<file path="config.mk">
export PLATFORM = sky130hd
export DESIGN_NAME = descriptor_slot_allocator_unit
export DESIGN_NICKNAME = d
export VERILOG_FILES = /design/src/dsa_pkg.sv /design/src/descriptor_slot_allocator_unit.sv /design/src/dsa_ctrl.sv /design/src/dsa_datapath.sv
export SDC_FILE = /design/constraint.sdc
export NUM_CORES = 2
export LEC_CHECK = 0
export ABC_AREA = 1
export BUFFER_PORTS_ARGS = -buffer_cell sky130_fd_sc_hd__buf_2
export CAP_MARGIN = 25
export CORE_ASPECT_RATIO = 1.1
export CORE_MARGIN = 5
export CORE_UTILIZATION = 40
export CTS_BUF_LIST = sky130_fd_sc_hd__clkbuf_8
export CTS_CLUSTER_SIZE = 24
export DETAILED_ROUTE_END_ITERATION = 8
export HOLD_SLACK_MARGIN = 0.12
export SKIP_CTS_REPAIR_TIMING = 1
export SLEW_MARGIN = 20
export SYNTH_ARGS = -nofsm -noshare
export SYNTH_HDL_FRONTEND = slang
export SYNTH_SLANG_ARGS = --single-unit
</file>
<file path="constraint.sdc">
create_clock -name clk -period 17.5 [get_ports clk]
set_input_delay 3.5 -clock clk [delete_from_list [all_inputs] [get_ports clk]]
set_output_delay 3.5 -clock clk [all_outputs]
set_load 0.02 [all_outputs]
</file>
<file path="src/dsa_pkg.sv">
// Shared types and constants of the descriptor slot allocator.
package dsa_pkg;

	localparam int WORD_BITS = 32;   // used marks per bitmap row
	localparam int LOG_WORD  = 5;
	localparam int SLOT_W    = 10;
	localparam int HEAP_W    = 11;
	localparam int STRIDE_W  = 12;
	localparam int ADDR_W    = 64;
	localparam int PROD_W    = SLOT_W + STRIDE_W;
	localparam int SCAN_W    = 7;    // row counter, holds up to 127 rows
	localparam int CFG_IDX_W = 3;
	localparam int CFG_W     = 64;

	localparam logic REQ_FREE = 1'b1;

	typedef enum logic [1:0] {
		ST_ALLOCATED = 2'd0,
		ST_FULL      = 2'd1,
		ST_FREED     = 2'd2,
		ST_IGNORED   = 2'd3
	} status_t;

	typedef enum logic [CFG_IDX_W-1:0] {
		REG_HEAP_SIZE      = 3'd0,
		REG_HANDLE_STRIDE  = 3'd1,
		REG_CPU_BASE       = 3'd2,
		REG_GPU_BASE       = 3'd3,
		REG_SHADER_VISIBLE = 3'd4
	} cfg_reg_t;

	typedef enum logic [3:0] {
		S_CLEAR,
		S_IDLE,
		S_DECIDE,
		S_SCAN,
		S_FREE_RD,
		S_FREE_WR,
		S_MUL,
		S_ADD,
		S_OUT
	} state_t;

	typedef struct packed {
		logic              req_type;
		logic [SLOT_W-1:0] slot_to_free;
		logic              handle_valid;
	} in_item_t;

	typedef struct packed {
		status_t           status;
		logic [SLOT_W-1:0] slot_index;
		logic [ADDR_W-1:0] host_address;
		logic [ADDR_W-1:0] device_address;
		logic              device_address_valid;
	} out_item_t;

	typedef struct packed {
		logic clr;         // clear one bitmap row
		logic start;       // capture a new transaction
		logic scan;        // issue the next row read of the search
		logic alloc_wr;    // mark the found slot used
		logic set_full;
		logic set_ignored;
		logic free_rd;
		logic free_wr;
		logic mul;
		logic add;
		logic load_out;
	} cmd_t;

	typedef struct packed {
		logic clr_last;
		logic is_free;
		logic free_ok;
		logic hit;
		logic exhausted;
		logic out_busy;
	} sts_t;

endpackage

</file>
<file path="src/descriptor_slot_allocator_unit.sv">
// Top level of the descriptor slot allocator: first-fit slot bitmap with handle addresses.
//
//  channel  direction  handshake            payload
//  in       into block in_valid / in_stall   in_item_t  (req_type, slot_to_free, handle_valid)
//  out      from block out_valid / out_stall out_item_t (status, index, addresses)
//  cfg      into block cfg_we               cfg_index, cfg_data
//
// One transaction at a time. Scan rows is ceil(active heap / 32): the bitmap memory gives
// one 32-bit row per cycle. An allocate reads rows until one has a free slot, then forms
// the addresses; a full heap answers once all scan rows are read. A free reads and then
// rewrites the slot's row; an ignored free goes straight to the output. After reset a
// clearing pass writes all ceil(MAX_SLOTS / 32) bitmap rows, one per cycle, in_stall high.
// A result waits in the output register; the next transaction is taken meanwhile.
module descriptor_slot_allocator_unit #(
	parameter int MAX_SLOTS = 1024
) (
	input  logic                          clk,
	input  logic                          arst_n,
	input  logic                          cfg_we,
	input  logic [dsa_pkg::CFG_IDX_W-1:0] cfg_index,
	input  logic [dsa_pkg::CFG_W-1:0]     cfg_data,
	input  logic                          in_valid,
	output logic                          in_stall,
	input  dsa_pkg::in_item_t             in_data,
	output logic                          out_valid,
	input  logic                          out_stall,
	output dsa_pkg::out_item_t            out_data
);
	import dsa_pkg::*;

	cmd_t cmd;
	sts_t sts;

	dsa_ctrl u_ctrl (
		.clk      (clk),
		.arst_n   (arst_n),
		.in_valid (in_valid),
		.in_stall (in_stall),
		.sts      (sts),
		.cmd      (cmd)
	);

	dsa_datapath #(
		.MAX_SLOTS (MAX_SLOTS)
	) u_datapath (
		.clk       (clk),
		.arst_n    (arst_n),
		.cfg_we    (cfg_we),
		.cfg_index (cfg_index),
		.cfg_data  (cfg_data),
		.in_data   (in_data),
		.out_valid (out_valid),
		.out_stall (out_stall),
		.out_data  (out_data),
		.cmd       (cmd),
		.sts       (sts)
	);

	// an accepted transaction keeps the input side closed for the next cycle
	a_busy_after_accept: assert property (@(posedge clk) disable iff (!arst_n)
		in_valid && !in_stall |=> in_stall)
		else $error("input taken in the cycle after a transaction");

	a_dev_only_alloc: assert property (@(posedge clk) disable iff (!arst_n)
		out_valid && out_data.device_address_valid |-> out_data.status == ST_ALLOCATED)
		else $error("device address on a non-allocate result");

	a_zero_fields: assert property (@(posedge clk) disable iff (!arst_n)
		out_valid && out_data.status != ST_ALLOCATED |->
		out_data.slot_index == '0 && out_data.host_address == '0 &&
		out_data.device_address == '0)
		else $error("non-allocate result carries slot fields");

endmodule

</file>
<file path="src/dsa_ctrl.sv">
// Controller state machine of the descriptor slot allocator.
module dsa_ctrl (
	input  logic          clk,
	input  logic          arst_n,
	input  logic          in_valid,
	output logic          in_stall,
	input  dsa_pkg::sts_t sts,
	output dsa_pkg::cmd_t cmd
);
	import dsa_pkg::*;

	state_t state_q;
	state_t state_d;

	always_ff @(posedge clk or negedge arst_n) begin
		if (!arst_n) begin
			state_q <= S_CLEAR;
		end else begin
			state_q <= state_d;
		end
	end

	always_comb begin
		state_d = state_q;
		case (state_q)
			S_CLEAR: begin
				if (sts.clr_last) state_d = S_IDLE;
			end
			S_IDLE: begin
				if (in_valid) state_d = S_DECIDE;
			end
			S_DECIDE: begin
				if (!sts.is_free) state_d = S_SCAN;
				else if (sts.free_ok) state_d = S_FREE_RD;
				else state_d = S_OUT;
			end
			S_SCAN: begin
				if (sts.hit) state_d = S_MUL;
				else if (sts.exhausted) state_d = S_OUT;
			end
			S_FREE_RD: state_d = S_FREE_WR;
			S_FREE_WR: state_d = S_OUT;
			S_MUL:     state_d = S_ADD;
			S_ADD:     state_d = S_OUT;
			S_OUT: begin
				if (!sts.out_busy) state_d = S_IDLE;
			end
			default:   state_d = S_IDLE;
		endcase
	end

	always_comb begin
		cmd = '0;
		in_stall = 1'b1;
		case (state_q)
			S_CLEAR: cmd.clr = 1'b1;
			S_IDLE: begin
				in_stall = 1'b0;
				cmd.start = in_valid;
			end
			S_DECIDE: cmd.set_ignored = sts.is_free && !sts.free_ok;
			S_SCAN: begin
				cmd.scan = !sts.hit;
				cmd.alloc_wr = sts.hit;
				cmd.set_full = !sts.hit && sts.exhausted;
			end
			S_FREE_RD: cmd.free_rd = 1'b1;
			S_FREE_WR: cmd.free_wr = 1'b1;
			S_MUL:     cmd.mul = 1'b1;
			S_ADD:     cmd.add = 1'b1;
			S_OUT:     cmd.load_out = !sts.out_busy;
			default:   cmd = '0;
		endcase
	end

endmodule

</file>
<file path="src/dsa_datapath.sv">
// Datapath: configuration registers, used-mark bitmap, search, address arithmetic.
module dsa_datapath #(
	parameter int MAX_SLOTS = 1024
) (
	input  logic                              clk,
	input  logic                              arst_n,
	input  logic                              cfg_we,
	input  logic [dsa_pkg::CFG_IDX_W-1:0]     cfg_index,
	input  logic [dsa_pkg::CFG_W-1:0]         cfg_data,
	input  dsa_pkg::in_item_t                 in_data,
	output logic                              out_valid,
	input  logic                              out_stall,
	output dsa_pkg::out_item_t                out_data,
	input  dsa_pkg::cmd_t                     cmd,
	output dsa_pkg::sts_t                     sts
);
	import dsa_pkg::*;

	localparam int ROWS = (MAX_SLOTS + WORD_BITS - 1) / WORD_BITS;
	localparam int AW   = (ROWS > 1) ? $clog2(ROWS) : 1;

	// configuration
	logic [HEAP_W-1:0]   heap_size_q;
	logic [STRIDE_W-1:0] stride_q;
	logic [ADDR_W-1:0]   cpu_base_q;
	logic [ADDR_W-1:0]   gpu_base_q;
	logic                shader_vis_q;

	always_ff @(posedge clk or negedge arst_n) begin
		if (!arst_n) begin
			heap_size_q  <= HEAP_W'(1024);
			stride_q     <= STRIDE_W'(32);
			cpu_base_q   <= '0;
			gpu_base_q   <= '0;
			shader_vis_q <= 1'b0;
		end else if (cfg_we) begin
			case (cfg_reg_t'(cfg_index))
				REG_HEAP_SIZE:      heap_size_q  <= cfg_data[HEAP_W-1:0];
				REG_HANDLE_STRIDE:  stride_q     <= cfg_data[STRIDE_W-1:0];
				REG_CPU_BASE:       cpu_base_q   <= cfg_data;
				REG_GPU_BASE:       gpu_base_q   <= cfg_data;
				REG_SHADER_VISIBLE: shader_vis_q <= cfg_data[0];
				default: ;
			endcase
		end
	end

	// active heap limit and number of bitmap rows to search
	logic [HEAP_W-1:0] lim;
	logic [SCAN_W-1:0] scan_rows;

	assign lim = (17'(heap_size_q) > 17'(MAX_SLOTS)) ? HEAP_W'(MAX_SLOTS) : heap_size_q;
	assign scan_rows = SCAN_W'((12'(lim) + 12'(WORD_BITS - 1)) >> LOG_WORD);

	// captured transaction
	in_item_t in_q;

	always_ff @(posedge clk) begin
		if (cmd.start) in_q <= in_data;
	end

	// bitmap memory
	logic [WORD_BITS-1:0] mem [ROWS];
	logic [WORD_BITS-1:0] rdata_s1;
	logic                 rd_en;
	logic [AW-1:0]        rd_addr;
	logic                 wr_en;
	logic [AW-1:0]        wr_addr;
	logic [WORD_BITS-1:0] wr_data;

	// search and clear counters
	logic [SCAN_W-1:0]   rd_row_q;
	logic [SCAN_W-1:0]   row_s1;
	logic                rd_vld_s1;
	logic [AW-1:0]       clr_row_q;
	logic                scan_issue;

	logic [AW-1:0]         victim_row;
	logic [LOG_WORD-1:0]   victim_bit;
	logic [11:0]           remain;
	logic [WORD_BITS-1:0]  row_mask;
	logic [WORD_BITS-1:0]  cand;
	logic                  any_free;
	logic [LOG_WORD-1:0]   hit_bit;
	logic [15:0]           hit_idx;

	assign victim_row = AW'(in_q.slot_to_free >> LOG_WORD);
	assign victim_bit = in_q.slot_to_free[LOG_WORD-1:0];
	assign scan_issue = cmd.scan && (rd_row_q < scan_rows);

	// bits of the last row at or beyond the limit are not candidates
	assign remain   = 12'(lim) - (12'(row_s1) << LOG_WORD);
	assign row_mask = (remain >= 12'(WORD_BITS)) ? '1 :
		~({WORD_BITS{1'b1}} << remain[LOG_WORD-1:0]);
	assign cand     = ~rdata_s1 & row_mask;
	assign any_free = |cand;
	assign hit_idx  = (16'(row_s1) << LOG_WORD) | 16'(hit_bit);

	always_comb begin
		hit_bit = '0;
		for (int b = WORD_BITS - 1; b >= 0; b--) begin
			if (cand[b]) hit_bit = LOG_WORD'(b);
		end
	end

	always_comb begin
		rd_en   = scan_issue || cmd.free_rd;
		rd_addr = cmd.free_rd ? victim_row : AW'(rd_row_q);
		wr_en   = cmd.clr || cmd.alloc_wr || cmd.free_wr;
		wr_addr = clr_row_q;
		wr_data = '0;
		if (cmd.alloc_wr) begin
			wr_addr = AW'(row_s1);
			wr_data = rdata_s1 | (WORD_BITS'(1) << hit_bit);
		end else if (cmd.free_wr) begin
			wr_addr = victim_row;
			wr_data = rdata_s1 & ~(WORD_BITS'(1) << victim_bit);
		end
	end

	always_ff @(posedge clk) begin
		if (wr_en) mem[wr_addr] <= wr_data;
		if (rd_en) rdata_s1 <= mem[rd_addr];
	end

	always_ff @(posedge clk or negedge arst_n) begin
		if (!arst_n) begin
			clr_row_q <= '0;
			rd_row_q  <= '0;
			rd_vld_s1 <= 1'b0;
		end else begin
			if (cmd.clr) clr_row_q <= clr_row_q + AW'(1);
			if (cmd.start) begin
				rd_row_q  <= '0;
				rd_vld_s1 <= 1'b0;
			end else begin
				rd_vld_s1 <= scan_issue;
				if (scan_issue) rd_row_q <= rd_row_q + SCAN_W'(1);
			end
		end
	end

	always_ff @(posedge clk) begin
		if (scan_issue) row_s1 <= rd_row_q;
	end

	// pending result
	status_t             st_q;
	logic [SLOT_W-1:0]   idx_q;
	logic [PROD_W-1:0]   prod_q;
	logic [ADDR_W-1:0]   host_q;
	logic [ADDR_W-1:0]   dev_q;
	logic                dav_q;

	always_ff @(posedge clk) begin
		if (cmd.start) begin
			st_q   <= ST_ALLOCATED;
			idx_q  <= '0;
			host_q <= '0;
			dev_q  <= '0;
			dav_q  <= 1'b0;
		end
		if (cmd.set_full)    st_q <= ST_FULL;
		if (cmd.set_ignored) st_q <= ST_IGNORED;
		if (cmd.free_wr)     st_q <= ST_FREED;
		if (cmd.alloc_wr) begin
			st_q  <= ST_ALLOCATED;
			idx_q <= hit_idx[SLOT_W-1:0];
		end
		if (cmd.mul) prod_q <= PROD_W'(idx_q) * PROD_W'(stride_q);
		if (cmd.add) begin
			host_q <= cpu_base_q + ADDR_W'(prod_q);
			dev_q  <= shader_vis_q ? gpu_base_q + ADDR_W'(prod_q) : '0;
			dav_q  <= shader_vis_q;
		end
	end

	// output register
	logic      out_valid_q;
	out_item_t out_q;

	always_ff @(posedge clk or negedge arst_n) begin
		if (!arst_n) begin
			out_valid_q <= 1'b0;
		end else if (cmd.load_out) begin
			out_valid_q <= 1'b1;
		end else if (!out_stall) begin
			out_valid_q <= 1'b0;
		end
	end

	always_ff @(posedge clk) begin
		if (cmd.load_out) begin
			out_q.status               <= st_q;
			out_q.slot_index           <= idx_q;
			out_q.host_address         <= host_q;
			out_q.device_address       <= dev_q;
			out_q.device_address_valid <= dav_q;
		end
	end

	assign out_valid = out_valid_q;
	assign out_data  = out_q;

	assign sts.clr_last  = (clr_row_q == AW'(ROWS - 1));
	assign sts.is_free   = (in_q.req_type == REQ_FREE);
	assign sts.free_ok   = in_q.handle_valid && (HEAP_W'(in_q.slot_to_free) < lim);
	assign sts.hit       = rd_vld_s1 && any_free;
	assign sts.exhausted = !rd_vld_s1 && (rd_row_q == scan_rows);
	assign sts.out_busy  = out_valid_q && out_stall;

endmodule

</file>
==> flow_metrics.tcl <==
set metrics [dict create \
    fin_crit_sh_pct 43.6 \
    yosysMostFrequentCell "edfxtp_1" \
    nets 6351 \
    place_inst 8012 \
    core_mm2 0.169 \
    p_leak_nw 30.7 \
    drt_iter0_markers 4718 \
    hold_ws_ns 0.404 \
    ys_warn_count 0 \
    status "finished clean" \
    clock_latency_ns 1.00 \
    cts_tree "yes" \
    crit_path_max_incr_delay_ns 0.81 \
    synthTopCellsByCount "edfxtp_1 (1377), o21ai_0 (770), nor2_1 (722), nand2_1 (672), inv_1 (477)" \
    slowest_stage "nand3_1" \
    startpoint "u_datapath.heap_size_q[1]" \
    cts-htree-levels 5 \
    drc 0 \
    pin_count 227 \
    rrSetupSlack_ns 9.88 \
    clk_pin_slew_ns 0.06 \
    path_class "reg2reg" \
    critical-path-top-delay-family "simple AND/OR/NAND/NOR gates" \
    worst_r2r_path_depth 28 \
    grt_overflow 0 \
    vias_per_cell 5.49 \
    wirelength_um 190000 \
    cp.depth 28 \
    crit_arrival_ns 8.23 \
    synthesis.area_mm2 0.0680 \
    rr_startpoint "u_datapath.heap_size_q[1]" \
    crit_top_cell "nand2_1" \
    synthCells 5765 \
    antenna_found_initial 9 \
    vias 46561 \
    cts_sinks 1549 \
    setup_viol 0 \
    startpoint_type "flop" \
    synth_edf_count 1377 \
    critPathCaptureType "flop" \
    num_rows 158 \
    max_freq_mhz 131 \
    die_w_um 403 \
    gp_congestion 0.886 \
    hold_path.class "reg2reg" \
    ctsRootBufferMaster "clkbuf_8" \
    skew_ns 0.0920 \
    slew_headroom_pct 28.0 \
    synth_largest_area_cell "edfxtp_1" \
    wl_per_cell_um 22.4 \
    initial_core_util_pct 40.3 \
    worstPathRequired_ns 18.10 \
    reg2reg_to "u_datapath.mem[6][6]" \
    area_growth_pct 14.2 \
    ys_ff_latch 1549 \
    grt_pass1_wl_um 282000 \
    cts_buffers 277 \
    yosysUniqueCellTypes 73 \
    die_h_um 442 \
    yosys.area.top_type_share_pct 60.8 \
    crit_buf_inv 5 \
    syn-num-nets 6057 \
    dp_hpwl_um 120000 \
    async_reset_ff_share_pct 11.0 \
    rsz0062_at_grt "false" \
    tns_ns 0 \
    grt_max_degree 182 \
    clock_path_buffers 4 \
    cp_max_fo 43 \
    power_density_mw_per_mm2 152 \
    ys.flop_type "edfxtp_1" \
    synth.avg_cell_area_um2 11.8 \
    slew_viol_final 0 \
    grt_use_total_pct 20.6 \
    seq_area_frac_synth_pct 67.1 \
    drt-pass1-iter-count 6 \
    period_needed_ns 7.62 \
    drive_gt1_share_pct 13.3 \
    port_buffers 226 \
    vdd_drop_max_mv 0.148 \
    ant_nets 0 \
    setup.worst_path.end "u_datapath.mem[6][6]" \
    tightestPinTransition_ns 1.08 \
    grt_pass1_vias 45014 \
    ys_top_cells_by_area "edfxtp_1 (61%), dfrtp_1 (6.2%), o21ai_0 (5.7%)" \
    die-area_mm2 0.178 \
    hold_viol 0 \
    maxCapViolations 0 \
    final_cell_count_no_fill 8488 \
]
[cell type report]
type                    count  area (µm²)
fillers                 15239       91100
flip-flops and latches   1549       45600
multi-input cells        3418       19900
clock buffers             292        4020
well taps                2240        2800
repair buffers            320        2300
inverters                 493        1870
clock inverters           174        1100
diodes                      2        5.00
[flip-flops by register name, indices dropped and copies added (netlist names)]
signal and flops:
u_datapath.mem 1024, u_datapath.out_data 141, u_datapath.cpu_base_q 64, u_datapath.dev_q 64, u_datapath.gpu_base_q 64, u_datapath.host_q 64
u_datapath.rdata_s1 32, u_datapath.prod_q 22, u_datapath.stride_q 12, u_datapath.heap_size_q 11, u_datapath.in_q 11, u_datapath.idx_q 10
u_datapath.rd_row_q 7, u_datapath.row_s1 7, u_datapath.clr_row_q 5, u_ctrl.state_q 4, u_datapath.st_q 2, u_datapath.dav_q 1
u_datapath.out_valid 1, u_datapath.rd_vld_s1 1, u_datapath.shader_vis_q 1, u_datapath.sts 1
[worst min path at each step]
stage,startpoint,to,depth (start not counted)
final,u_datapath.dev_q[10],u_datapath.out_data[11],0
after global routing,u_datapath.dev_q[10],u_datapath.out_data[11],0
after CTS,u_datapath.dev_q[10],u_datapath.out_data[11],0
after detailed placement,u_datapath.host_q[44],u_datapath.out_data[109],0
after global placement,u_datapath.dev_q[30],u_datapath.out_data[31],0
after floorplan,u_datapath.dav_q,u_datapath.out_data[0],0
[per-stage QoR]
step,total power [W],area (µm²),util [%],setup WS [ns]
floorplan,0.00728,68000,-,6.51
global placement,0.00860,71900,42.6,9.96
detailed placement,0.00867,72400,42.9,9.90
CTS,0.0119,77500,45.9,9.87
global route,0.0125,77700,46.0,9.44
finish,0.0118,77700,46.0,9.88
[report_power, final]
| group | internal [W] | switching [W] |
|---|---|---|
| clock | 0.00175 | 0.00144 |
| sequential | 0.00456 | 0.000224 |
| combinational | 0.00113 | 0.00271 |
[cells in the final DEF, fill, tap and decap left out, drive strengths merged, types with 46 or more instances in the layout]
cell and count:
a21oi 186, a31oi 75, buf 320, clkbuf 292
clkinv 77, dfrtp 168, edfxtp 1377, fa 81
ha 127, inv 572, nand2 689, nand3 160
nand4 48, nor2 740, nor3 52, o211ai 50
o21ai 800, o221ai 212, o22ai 46
[routing by layer]
layer | share of wire, % | global-route usage [%] | routed length (µm) | vias to the layer above
met5 | 0 | 0 | 0 | -
met4 | 2.7 | 6.20 | 5100 | 0
met3 | 8.1 | 3.99 | 15500 | 305
met2 | 47 | 33.3 | 89400 | 2051
met1 | 42 | 28.5 | 80200 | 22882
li1 | - | - | - | 21323
[cell families after synthesis]
group | synth area share, %
xor+xnor | 0.438
compound gates | 12.5
flops | 67.1
other cells | 0.00551
simple gates | 10.7
buf+inv | 4.44
mux | 0.0331
fa+ha+maj | 4.72
Power figures use the tool's default switching activity.
